`src/rtl/owr_pkg.sv`:
```
// ----------------------------------------------------------------------------
// owr_pkg
// Types, codes and the CRC-8 helper shared by the 1-Wire search ROM engine.
// ----------------------------------------------------------------------------
package owr_pkg;

	localparam int ROM_W   = 64;
	localparam int POS_W   = 7;
	localparam int IDX_W   = 6;
	localparam int CRC_W   = 8;
	localparam int CMD_W   = 8;
	localparam int STAT_W  = 3;

	localparam logic [CMD_W-1:0] CMD_SEARCH = 8'hF0;
	localparam logic [CMD_W-1:0] CMD_ALARM  = 8'hEC;
	localparam logic [CRC_W-1:0] CRC_POLY   = 8'h8C;
	localparam logic [POS_W-1:0] POS_FIRST  = 7'd1;
	localparam logic [POS_W-1:0] POS_FINAL  = 7'd65;

	// request kinds
	localparam logic REQ_BEGIN = 1'b0;
	localparam logic REQ_BIT   = 1'b1;

	typedef enum logic [STAT_W-1:0] {
		ST_BIT    = 3'd0,
		ST_START  = 3'd1,
		ST_FOUND  = 3'd2,
		ST_FAIL   = 3'd3,
		ST_NOMORE = 3'd4,
		ST_NOPRES = 3'd5
	} status_t;

	typedef struct packed {
		logic req_type;
		logic first_search;
		logic do_reset;
		logic presence;
		logic alarm_only;
		logic id_bit;
		logic cmp_bit;
	} req_t;

	typedef struct packed {
		status_t           status;
		logic [CMD_W-1:0]  command_byte;
		logic              write_valid;
		logic              write_bit;
		logic [ROM_W-1:0]  rom_code;
		logic              last_device;
	} rsp_t;

	// Dallas/Maxim CRC-8, reflected, LSB first
	function automatic logic [CRC_W-1:0] crc8_byte(input logic [CRC_W-1:0] crc_in,
	                                               input logic [7:0] data_in);
		logic [CRC_W-1:0] c;
		logic [7:0]       d;
		logic             mix;
		c = crc_in;
		d = data_in;
		for (int k = 0; k < 8; k++) begin
			mix = c[0] ^ d[0];
			c   = c >> 1;
			if (mix) begin
				c = c ^ CRC_POLY;
			end
			d = d >> 1;
		end
		return c;
	endfunction

endpackage

```
`src/rtl/owr_if.sv`:
```
// ----------------------------------------------------------------------------
// owr_req_if / owr_rsp_if
// Valid/ready channels for search requests and their results.
// ----------------------------------------------------------------------------
interface owr_req_if;
	logic valid;
	logic ready;
	logic req_type;
	logic first_search;
	logic do_reset;
	logic presence;
	logic alarm_only;
	logic id_bit;
	logic cmp_bit;

	modport source (output valid, output req_type, output first_search, output do_reset,
		output presence, output alarm_only, output id_bit, output cmp_bit, input ready);
	modport sink (input valid, input req_type, input first_search, input do_reset,
		input presence, input alarm_only, input id_bit, input cmp_bit, output ready);
endinterface

interface owr_rsp_if import owr_pkg::*; ();
	logic              valid;
	logic              ready;
	logic [STAT_W-1:0] status;
	logic [CMD_W-1:0]  command_byte;
	logic              write_valid;
	logic              write_bit;
	logic [ROM_W-1:0]  rom_code;
	logic              last_device;

	modport source (output valid, output status, output command_byte, output write_valid,
		output write_bit, output rom_code, output last_device, input ready);
	modport sink (input valid, input status, input command_byte, input write_valid,
		input write_bit, input rom_code, input last_device, output ready);
endinterface

```
`src/rtl/onewire_rom_search.sv`:
```
// ----------------------------------------------------------------------------
// onewire_rom_search
// 1-Wire search ROM engine: begin/bit requests in, command, direction bit,
// ROM code and search status out.
// ----------------------------------------------------------------------------
//  channel  role  handshake     payload
//  req      sink  valid/ready   req_type first_search do_reset presence
//                               alarm_only id_bit cmp_bit
//  rsp      src   valid/ready   status command_byte write_valid write_bit
//                               rom_code last_device
//
//  One request per cycle sustained while rsp.ready holds; a request passes
//  through the input register, then the result register, where its result
//  is valid and can be accepted.
//  All search work for a request is done combinationally in owr_core.
//  arst_n clears the search state: bit position 1, no pass open.
//  A stalled result holds in the result register; one more request can
//  wait in the input register, then req.ready drops.
// ----------------------------------------------------------------------------
module onewire_rom_search import owr_pkg::*; (
	input  logic      clk,
	input  logic      arst_n,
	owr_req_if.sink   req,
	owr_rsp_if.source rsp
);

	req_t item_s1;
	logic valid_s1;
	rsp_t rsp_s2;
	logic valid_s2;
	rsp_t step_rsp;
	logic advance;

	// move the input item forward when the result slot is free or draining
	assign advance   = valid_s1 && (!valid_s2 || rsp.ready);
	assign req.ready = !valid_s1 || advance;

	always_ff @(posedge clk or negedge arst_n) begin
		if (!arst_n) begin
			valid_s1 <= 1'b0;
		end else if (req.valid && req.ready) begin
			valid_s1 <= 1'b1;
		end else if (advance) begin
			valid_s1 <= 1'b0;
		end
	end

	always_ff @(posedge clk) begin
		if (req.valid && req.ready) begin
			item_s1.req_type     <= req.req_type;
			item_s1.first_search <= req.first_search;
			item_s1.do_reset     <= req.do_reset;
			item_s1.presence     <= req.presence;
			item_s1.alarm_only   <= req.alarm_only;
			item_s1.id_bit       <= req.id_bit;
			item_s1.cmp_bit      <= req.cmp_bit;
		end
	end

	// search state lives in the core and steps with each advancing item
	owr_core u_core (
		.clk     (clk),
		.arst_n  (arst_n),
		.step_en (advance),
		.item    (item_s1),
		.result  (step_rsp)
	);

	always_ff @(posedge clk or negedge arst_n) begin
		if (!arst_n) begin
			valid_s2 <= 1'b0;
		end else if (advance) begin
			valid_s2 <= 1'b1;
		end else if (rsp.ready) begin
			valid_s2 <= 1'b0;
		end
	end

	always_ff @(posedge clk) begin
		if (advance) begin
			rsp_s2 <= step_rsp;
		end
	end

	assign rsp.valid        = valid_s2;
	assign rsp.status       = rsp_s2.status;
	assign rsp.command_byte = rsp_s2.command_byte;
	assign rsp.write_valid  = rsp_s2.write_valid;
	assign rsp.write_bit    = rsp_s2.write_bit;
	assign rsp.rom_code     = rsp_s2.rom_code;
	assign rsp.last_device  = rsp_s2.last_device;

	// a command byte only comes with a started pass
	a_cmd: assert property (@(posedge clk) disable iff (!arst_n)
		valid_s2 && rsp_s2.command_byte != '0 |-> rsp_s2.status == ST_START)
		else $error("command byte without pass start");

	// direction bit comes only with bit, found or failed results
	a_wbit: assert property (@(posedge clk) disable iff (!arst_n)
		valid_s2 && rsp_s2.write_valid |-> (rsp_s2.status == ST_BIT
			|| rsp_s2.status == ST_FOUND || rsp_s2.status == ST_FAIL))
		else $error("write bit with wrong status");

	// the input stage never drops an item that has not moved on
	a_keep: assert property (@(posedge clk) disable iff (!arst_n)
		valid_s1 && !advance |=> valid_s1)
		else $error("input item lost");

endmodule

```
`src/rtl/owr_core.sv`:
```
// ----------------------------------------------------------------------------
// owr_core
// Search state and the combinational step logic for one request.
// ----------------------------------------------------------------------------
module owr_core import owr_pkg::*; (
	input  logic clk,
	input  logic arst_n,
	input  logic step_en,
	input  req_t item,
	output rsp_t result
);

	logic [ROM_W-1:0] rom_q, rom_n;
	logic [POS_W-1:0] ld_q, ld_n;        // last discrepancy
	logic             ldf_q, ldf_n;      // last device flag
	logic [POS_W-1:0] pos_q, pos_n;
	logic [POS_W-1:0] mark_q, mark_n;    // discrepancy marker
	logic [CRC_W-1:0] crc_q, crc_n;
	logic             act_q, act_n;

	logic [IDX_W-1:0] idx;
	logic [POS_W-1:0] pos_inc;
	logic             dir;
	logic [ROM_W-1:0] rom_set;
	logic [7:0]       byte_sel;
	logic [CRC_W-1:0] crc_upd;

	assign idx     = pos_q[IDX_W-1:0] - 6'd1;
	assign pos_inc = pos_q + 7'd1;

	// direction choice for a bit pair
	always_comb begin
		if (item.id_bit || item.cmp_bit) begin
			dir = item.id_bit;
		end else if (pos_q < ld_q) begin
			dir = rom_q[idx];
		end else begin
			dir = (pos_q == ld_q);
		end
	end

	always_comb begin
		rom_set      = rom_q;
		rom_set[idx] = dir;
	end

	assign byte_sel = rom_set[{idx[5:3], 3'b000} +: 8];
	assign crc_upd  = (idx[2:0] == 3'd7) ? crc8_byte(crc_q, byte_sel) : crc_q;

	always_comb begin
		rom_n  = rom_q;
		ld_n   = ld_q;
		ldf_n  = ldf_q;
		pos_n  = pos_q;
		mark_n = mark_q;
		crc_n  = crc_q;
		act_n  = act_q;
		result = '0;
		result.status = ST_BIT;

		if (item.req_type == REQ_BEGIN) begin
			act_n = 1'b0;
			if (item.first_search) begin
				ld_n  = '0;
				ldf_n = 1'b0;
			end
			if (ldf_n) begin
				ld_n  = '0;
				ldf_n = 1'b0;
				result.status = ST_NOMORE;
			end else if (item.do_reset && !item.presence) begin
				ld_n = '0;
				result.status = ST_NOPRES;
			end else begin
				result.status       = ST_START;
				result.command_byte = item.alarm_only ? CMD_ALARM : CMD_SEARCH;
				act_n  = 1'b1;
				pos_n  = POS_FIRST;
				mark_n = '0;
				crc_n  = '0;
			end
		end else if (act_q) begin
			if (item.id_bit && item.cmp_bit) begin
				ld_n  = '0;
				act_n = 1'b0;
				result.status = ST_FAIL;
			end else begin
				if (!item.id_bit && !item.cmp_bit && !dir) begin
					mark_n = pos_q;
				end
				rom_n = rom_set;
				crc_n = crc_upd;
				pos_n = pos_inc;
				result.write_valid = 1'b1;
				result.write_bit   = dir;
				if (pos_inc >= POS_FINAL) begin
					act_n = 1'b0;
					if (crc_upd == '0) begin
						ld_n  = mark_n;
						ldf_n = (mark_n == '0);
						result.status = ST_FOUND;
					end else begin
						ld_n = '0;
						result.status = ST_FAIL;
					end
				end
			end
		end

		result.rom_code    = rom_n;
		result.last_device = ldf_n;
	end

	always_ff @(posedge clk or negedge arst_n) begin
		if (!arst_n) begin
			rom_q  <= '0;
			ld_q   <= '0;
			ldf_q  <= 1'b0;
			pos_q  <= POS_FIRST;
			mark_q <= '0;
			crc_q  <= '0;
			act_q  <= 1'b0;
		end else if (step_en) begin
			rom_q  <= rom_n;
			ld_q   <= ld_n;
			ldf_q  <= ldf_n;
			pos_q  <= pos_n;
			mark_q <= mark_n;
			crc_q  <= crc_n;
			act_q  <= act_n;
		end
	end

	// an open pass always sits on a real bit slot
	a_pos_range: assert property (@(posedge clk) disable iff (!arst_n)
		act_q |-> (pos_q >= POS_FIRST && pos_q < POS_FINAL))
		else $error("bit position out of range during pass");

	// state moves only on a step
	a_hold: assert property (@(posedge clk) disable iff (!arst_n)
		!step_en |=> $stable(rom_q) && $stable(ld_q) && $stable(act_q) && $stable(ldf_q))
		else $error("search state changed without a step");

	// a found device records its marker as the next start point
	a_found: assert property (@(posedge clk) disable iff (!arst_n)
		step_en && result.status == ST_FOUND |=> ld_q == $past(mark_n) && !act_q
			&& ldf_q == (ld_q == '0))
		else $error("found pass did not save discrepancy");

	// bit direction is only given on bit steps of an open pass
	a_wv: assert property (@(posedge clk) disable iff (!arst_n)
		step_en && result.write_valid |-> act_q && item.req_type == REQ_BIT)
		else $error("write bit outside an open pass");

endmodule
```
`src/flat_wrapper.sv`:
```
// flat-port wrapper written by rule: the top's interface ports become plain ports
module onewire_rom_search_flat import owr_pkg::*;
  (clk, arst_n, req_valid, req_req_type, req_first_search, req_do_reset, req_presence, req_alarm_only, req_id_bit, req_cmp_bit, req_ready, rsp_valid, rsp_status, rsp_command_byte, rsp_write_valid, rsp_write_bit, rsp_rom_code, rsp_last_device, rsp_ready);
  owr_req_if req_i ();
  owr_rsp_if rsp_i ();
  input  logic clk;
  input  logic arst_n;
  input wire logic [$bits(req_i.valid)-1:0] req_valid;
  input wire logic [$bits(req_i.req_type)-1:0] req_req_type;
  input wire logic [$bits(req_i.first_search)-1:0] req_first_search;
  input wire logic [$bits(req_i.do_reset)-1:0] req_do_reset;
  input wire logic [$bits(req_i.presence)-1:0] req_presence;
  input wire logic [$bits(req_i.alarm_only)-1:0] req_alarm_only;
  input wire logic [$bits(req_i.id_bit)-1:0] req_id_bit;
  input wire logic [$bits(req_i.cmp_bit)-1:0] req_cmp_bit;
  output wire logic [$bits(req_i.ready)-1:0] req_ready;
  output wire logic [$bits(rsp_i.valid)-1:0] rsp_valid;
  output wire logic [$bits(rsp_i.status)-1:0] rsp_status;
  output wire logic [$bits(rsp_i.command_byte)-1:0] rsp_command_byte;
  output wire logic [$bits(rsp_i.write_valid)-1:0] rsp_write_valid;
  output wire logic [$bits(rsp_i.write_bit)-1:0] rsp_write_bit;
  output wire logic [$bits(rsp_i.rom_code)-1:0] rsp_rom_code;
  output wire logic [$bits(rsp_i.last_device)-1:0] rsp_last_device;
  input wire logic [$bits(rsp_i.ready)-1:0] rsp_ready;
  assign req_i.valid = req_valid;
  assign req_i.req_type = req_req_type;
  assign req_i.first_search = req_first_search;
  assign req_i.do_reset = req_do_reset;
  assign req_i.presence = req_presence;
  assign req_i.alarm_only = req_alarm_only;
  assign req_i.id_bit = req_id_bit;
  assign req_i.cmp_bit = req_cmp_bit;
  assign req_ready = req_i.ready;
  assign rsp_valid = rsp_i.valid;
  assign rsp_status = rsp_i.status;
  assign rsp_command_byte = rsp_i.command_byte;
  assign rsp_write_valid = rsp_i.write_valid;
  assign rsp_write_bit = rsp_i.write_bit;
  assign rsp_rom_code = rsp_i.rom_code;
  assign rsp_last_device = rsp_i.last_device;
  assign rsp_i.ready = rsp_ready;
  onewire_rom_search u_core (.clk(clk), .arst_n(arst_n), .req(req_i), .rsp(rsp_i));
endmodule
```
`config.mk`:
```
export PLATFORM = sky130hd
export DESIGN_NAME = onewire_rom_search_flat
export DESIGN_NICKNAME = d
export VERILOG_FILES = /design/src/rtl/owr_pkg.sv /design/src/rtl/owr_if.sv /design/src/rtl/onewire_rom_search.sv /design/src/rtl/owr_core.sv /design/src/flat_wrapper.sv
export SDC_FILE = /design/constraint.sdc
export NUM_CORES = 1
export LEC_CHECK = 0
export ABC_AREA = 0
export BUFFER_PORTS_ARGS = -buffer_cell sky130_fd_sc_hd__buf_2
export CAP_MARGIN = 30
export CORE_MARGIN = 2
export CORE_UTILIZATION = 45
export DETAILED_ROUTE_END_ITERATION = 10
export PLACE_DENSITY_LB_ADDON = 0.3
export SETUP_SLACK_MARGIN = 0.2
export SYNTH_ARGS = -nofsm -noshare
export SYNTH_HDL_FRONTEND = slang
export SYNTH_SLANG_ARGS = --single-unit
```
`constraint.sdc`:
```
create_clock -name clk -period 5.5 [get_ports clk]
set_input_delay 0.275 -clock clk [delete_from_list [all_inputs] [get_ports clk]]
set_output_delay 0.275 -clock clk [all_outputs]
set_load 0.02 [all_outputs]
```
==> flow_summary.toml <==
[layout]
nNetsFinal = 1133
layout-drive-gt1-share_pct = 23.0
area_growth_pct = 14.0
n_antenna_cell = 0
final_util_pct = 52.1
fin_cells = 1409
n_fill_cell = 2034
stdcell_area_um2 = 11800

[placed_design]
dpl.hpwl_um = 21300
numPortBuffers = 88
placed_cell_area_um2 = 11000
dp_cells = 1365
gp_congestion = 0.985

[worst_setup_path]
worst-path-max-fanout = 13
critPathRequiredTime_ps = 5680
cp-start-kind = "flop"
path_cells = "inv_1 -> ha_1 -> or3b_4 -> xnor2_4 -> buf_4 -> mux2i_1 -> o2111ai_2 -> nand2_1 -> a311oi_2 -> o221ai_4 -> xnor3_1 -> nor4_1 -> nor4b_2 -> a211oi_2 -> a211oi_1 -> mux2i_1"
crit_arrival_ps = 5080
cp_common_cell = "mux2i_1"
path_class = "reg -> reg"
reg2reg_from = "u_core.u_core.pos_q[1]$_DFFE_PN0P_"
slowest_delay_ps = 500
crit_buf_inv = 2
worstSetupStartpoint = "u_core.u_core.pos_q[1]$_DFFE_PN0P_"
cp_top_family = "compound AO/OA/AOI/OAI gates"
slowest_stage = "dfrtp_2"
crit_path_end_kind = "flop"

[clock_tree]
cts_tree = "yes"
cts_made_buffers = 17
cts.clk_slew.worst_paths_ps = 70
cts.sinks = 177
h-tree-depth = 4
clockBufferDepth = 2
clk_latency_ps = 440
clock-root-buffer = "clkbuf_16"

[yosys]
ys_types = 95
async_reset_ff_share_pct = 54.8
yosysTopAreaCellShare_pct = 23.3
ys.flop_type = "dfrtp_1"
syn_inst = 1030
synth-edff-count = 80
syn_area_um2 = 10300
synthTopCellsByArea = "dfrtp_1 (23%), edfxtp_1 (23%), mux2_2 (5.2%)"
synth_area_per_cell_um2 = 10.0
synth-warning-count = 0
ys_seq_area_share_pct = 46.8
synth_area_leader_cell = "dfrtp_1"
synth_seq_cells = 177

[timing]
relSlewSlack_pct = 41.1
period_share_pct = 89.2
tns_ps = 0
rsz0062_at_grt = "false"
skew_ps = 13.7
fmax_mhz = 204
setup_viol = 0
maxSlewViolCount = 0
min_period_ps = 4910
worstMarginPinSlew_ps = 884
hold_viol_final = 0

[power_and_ir_drop]
peakVddDrop_uv = 777
leakage_uw = 0.00474
p_per_area_nw_per_um2 = 724

[drt]
wl_per_cell_um = 21.1
dr.pass1.iters = 5
drtIter0Drc = 819
vias_per_cell = 6.16
drc = 0
vias = 8678
wl_um = 29700
ant_nets = 0

[global_routing]
grt_overflow = 0
grt_pass1_vias = 8109
grt_pass1_wl_um = 46200
grt_use_total_pct = 24.9
antenna_found_initial = 0
grt_max_degree = 70

[worst_hold_path]
hold_start = "req_do_reset"
min_path_type = "in -> reg"

[floorplan]
die_area_um2 = 24100
die_h_um = 155
core_area_um2 = 22600
rows = 55
fp.dieW_um = 155
io_pins = 91
initial_core_util_pct = 45.7

[run_status]
status = "finished, final reports clean"

[run]
drv_cap = 0
[cell usage after synthesis (4+ instances only)]
| library cell | number |
|---|---|
| mux2_2 | 48 |
| nor3_1 | 18 |
| nand2_1 | 91 |
| o21a_1 | 6 |
| a21oi_1 | 91 |
| o31ai_2 | 7 |
| o31ai_1 | 18 |
| a211o_1 | 4 |
| xnor2_2 | 4 |
| mux2i_1 | 21 |
| dfrtp_1 | 96 |
| o21ai_0 | 48 |
| xor2_1 | 7 |
| a22o_1 | 6 |
| and3_1 | 13 |
| ha_1 | 10 |
| buf_4 | 9 |
| or3_1 | 6 |
| inv_1 | 20 |
| a2111oi_0 | 5 |
| clkbuf_1 | 33 |
| edfxtp_1 | 80 |
| nand2b_1 | 18 |
| nor2_1 | 96 |
| nor2b_1 | 12 |
| buf_6 | 5 |
| buf_1 | 7 |
| xnor2_1 | 11 |
| buf_2 | 14 |
| nand3_1 | 30 |
| o211ai_1 | 4 |
| a31oi_1 | 62 |
| nand4_1 | 12 |
| o21ai_1 | 5 |
| and2_1 | 8 |
| nor4_1 | 7 |
| a211oi_1 | 6 |
| o22ai_1 | 4 |
[worst reg2reg max path, delay by kind of cell (launching register included)]
| kind | cells | cell delay (ps) |
|---|---|---|
| AND/OR/NAND/NOR | 4 | 1120 |
| XOR/XNOR | 2 | 670 |
| AO/OA/AOI/OAI | 5 | 1150 |
| buffers and inverters | 2 | 320 |
| adder cells (fa/ha/maj) | 1 | 410 |
| flip-flops | 1 | 500 |
| multiplexers | 2 | 500 |
[flip-flops by register name, indices dropped and copies added, names as in the netlist]
signal	cells
u_core.u_core.ld_q	7
u_core.valid_s1	1
u_core.u_core.crc_q	8
u_core.rsp.command_byte	3
u_core.u_core.ldf_q	1
u_core.u_core.pos_q	7
u_core.u_core.mark_q	7
u_core.rsp.rom_code	64
u_core.rsp.write_valid	1
u_core.rsp.last_device	1
u_core.u_core.rom_q	64
u_core.u_core.act_q	1
u_core.item_s1	7
u_core.rsp.valid	1
u_core.rsp.status	3
u_core.rsp.write_bit	1
[cells in the final DEF (no fill, tap or decap), drive strengths merged, types with 10 or more instances in the layout]
cell type / count
nand2: 93
mux2i: 21
a31oi: 63
o31ai: 25
mux2: 48
ha: 10
and3: 13
edfxtp: 80
o21ai: 54
buf: 125
nand4: 13
nand2b: 18
nor2: 97
clkbuf: 19
nor2b: 12
a21oi: 91
inv: 29
dfrtp: 96
nand3: 30
nor3: 20
xnor2: 17
[report_power, final]
part,internal (µW),leakage [µW],total [µW],switching (µW)
Combinational,1950,0.00235,5170,3220
Clock,704,0.000291,1260,551
Sequential,1750,0.00210,2100,345
[final cells by class]
type / count / area, µm² / area share (%)
well taps: 285 / 357 / 3.03
inverters: 23 / 88.8 / 0.755
clock inverters: 12 / 146 / 1.24
flip-flops and latches: 177 / 4830 / 41.1
clock buffers: 19 / 453 / 3.85
multi-input cells: 763 / 5100 / 43.4
repair buffers: 130 / 783 / 6.66
[timing repair]
item                                    in CTS  in global routing
endpoints found under the setup margin       0                 10
gates resized for setup                      0                  4
hold buffers                                 5                  0
setup buffers                                0                  8
endpoints found under the hold margin       45                  0
[cell families (layout without fill, tap and decap cells)]
kind of cell	after synthesis	in the layout	synth area share [%]
AND/OR/NAND/NOR	337	337	16.2
multiplexers	71	71	7.71
flip-flops	177	177	46.8
XOR/XNOR	25	25	2.91
other	1	2	0.0364
buffers and inverters	91	184	4.17
adder cells (fa/ha/maj)	10	10	1.21
AO/OA/AOI/OAI	318	318	20.9
[per-layer routing]
layer | vias to the layer above | track usage [%] | share of wire (%)
met2 | 375 | 40.0 | 46
li1 | 4036 | - | -
met5 | - | 0 | 0
met4 | 0 | 9.87 | 3.4
met1 | 4201 | 33.6 | 43
met3 | 66 | 4.29 | 7.0
[path summary, 6_finish.rpt]
kind | endpoint | slack, ps | cells after the start
min in group asynchronous | u_core.valid_s1$_DFFE_PN0P_ | 370 | 2
max in group asynchronous | u_core.u_core.pos_q[1]$_DFFE_PN0P_ | 3920 | 3
setup reg to reg | u_core.rsp.last_device$_DFFE_PP_ | 590 | 16
setup / recovery | u_core.rsp.last_device$_DFFE_PP_ | 590 | 16
hold reg to reg | u_core.u_core.mark_q[2]$_DFFE_PN0P_ | 480 | 2
hold / removal | u_core.item_s1[4]$_DFFE_PP_ | 10 | 1
[stage by stage]
| step | hold WS [ps] | power (µW) | worst slack (ps) |
|---|---|---|---|
| floorplan | -20.6 | 5800 | 923 |
| global placement | 314 | 7040 | 539 |
| detailed placement | 313 | 7070 | 329 |
| CTS | 0.585 | 8360 | 316 |
| global route | 6.65 | 9010 | 231 |
| finish | 11.6 | 8520 | 592 |
No activity file was read; power rests on OpenSTA's default activity.
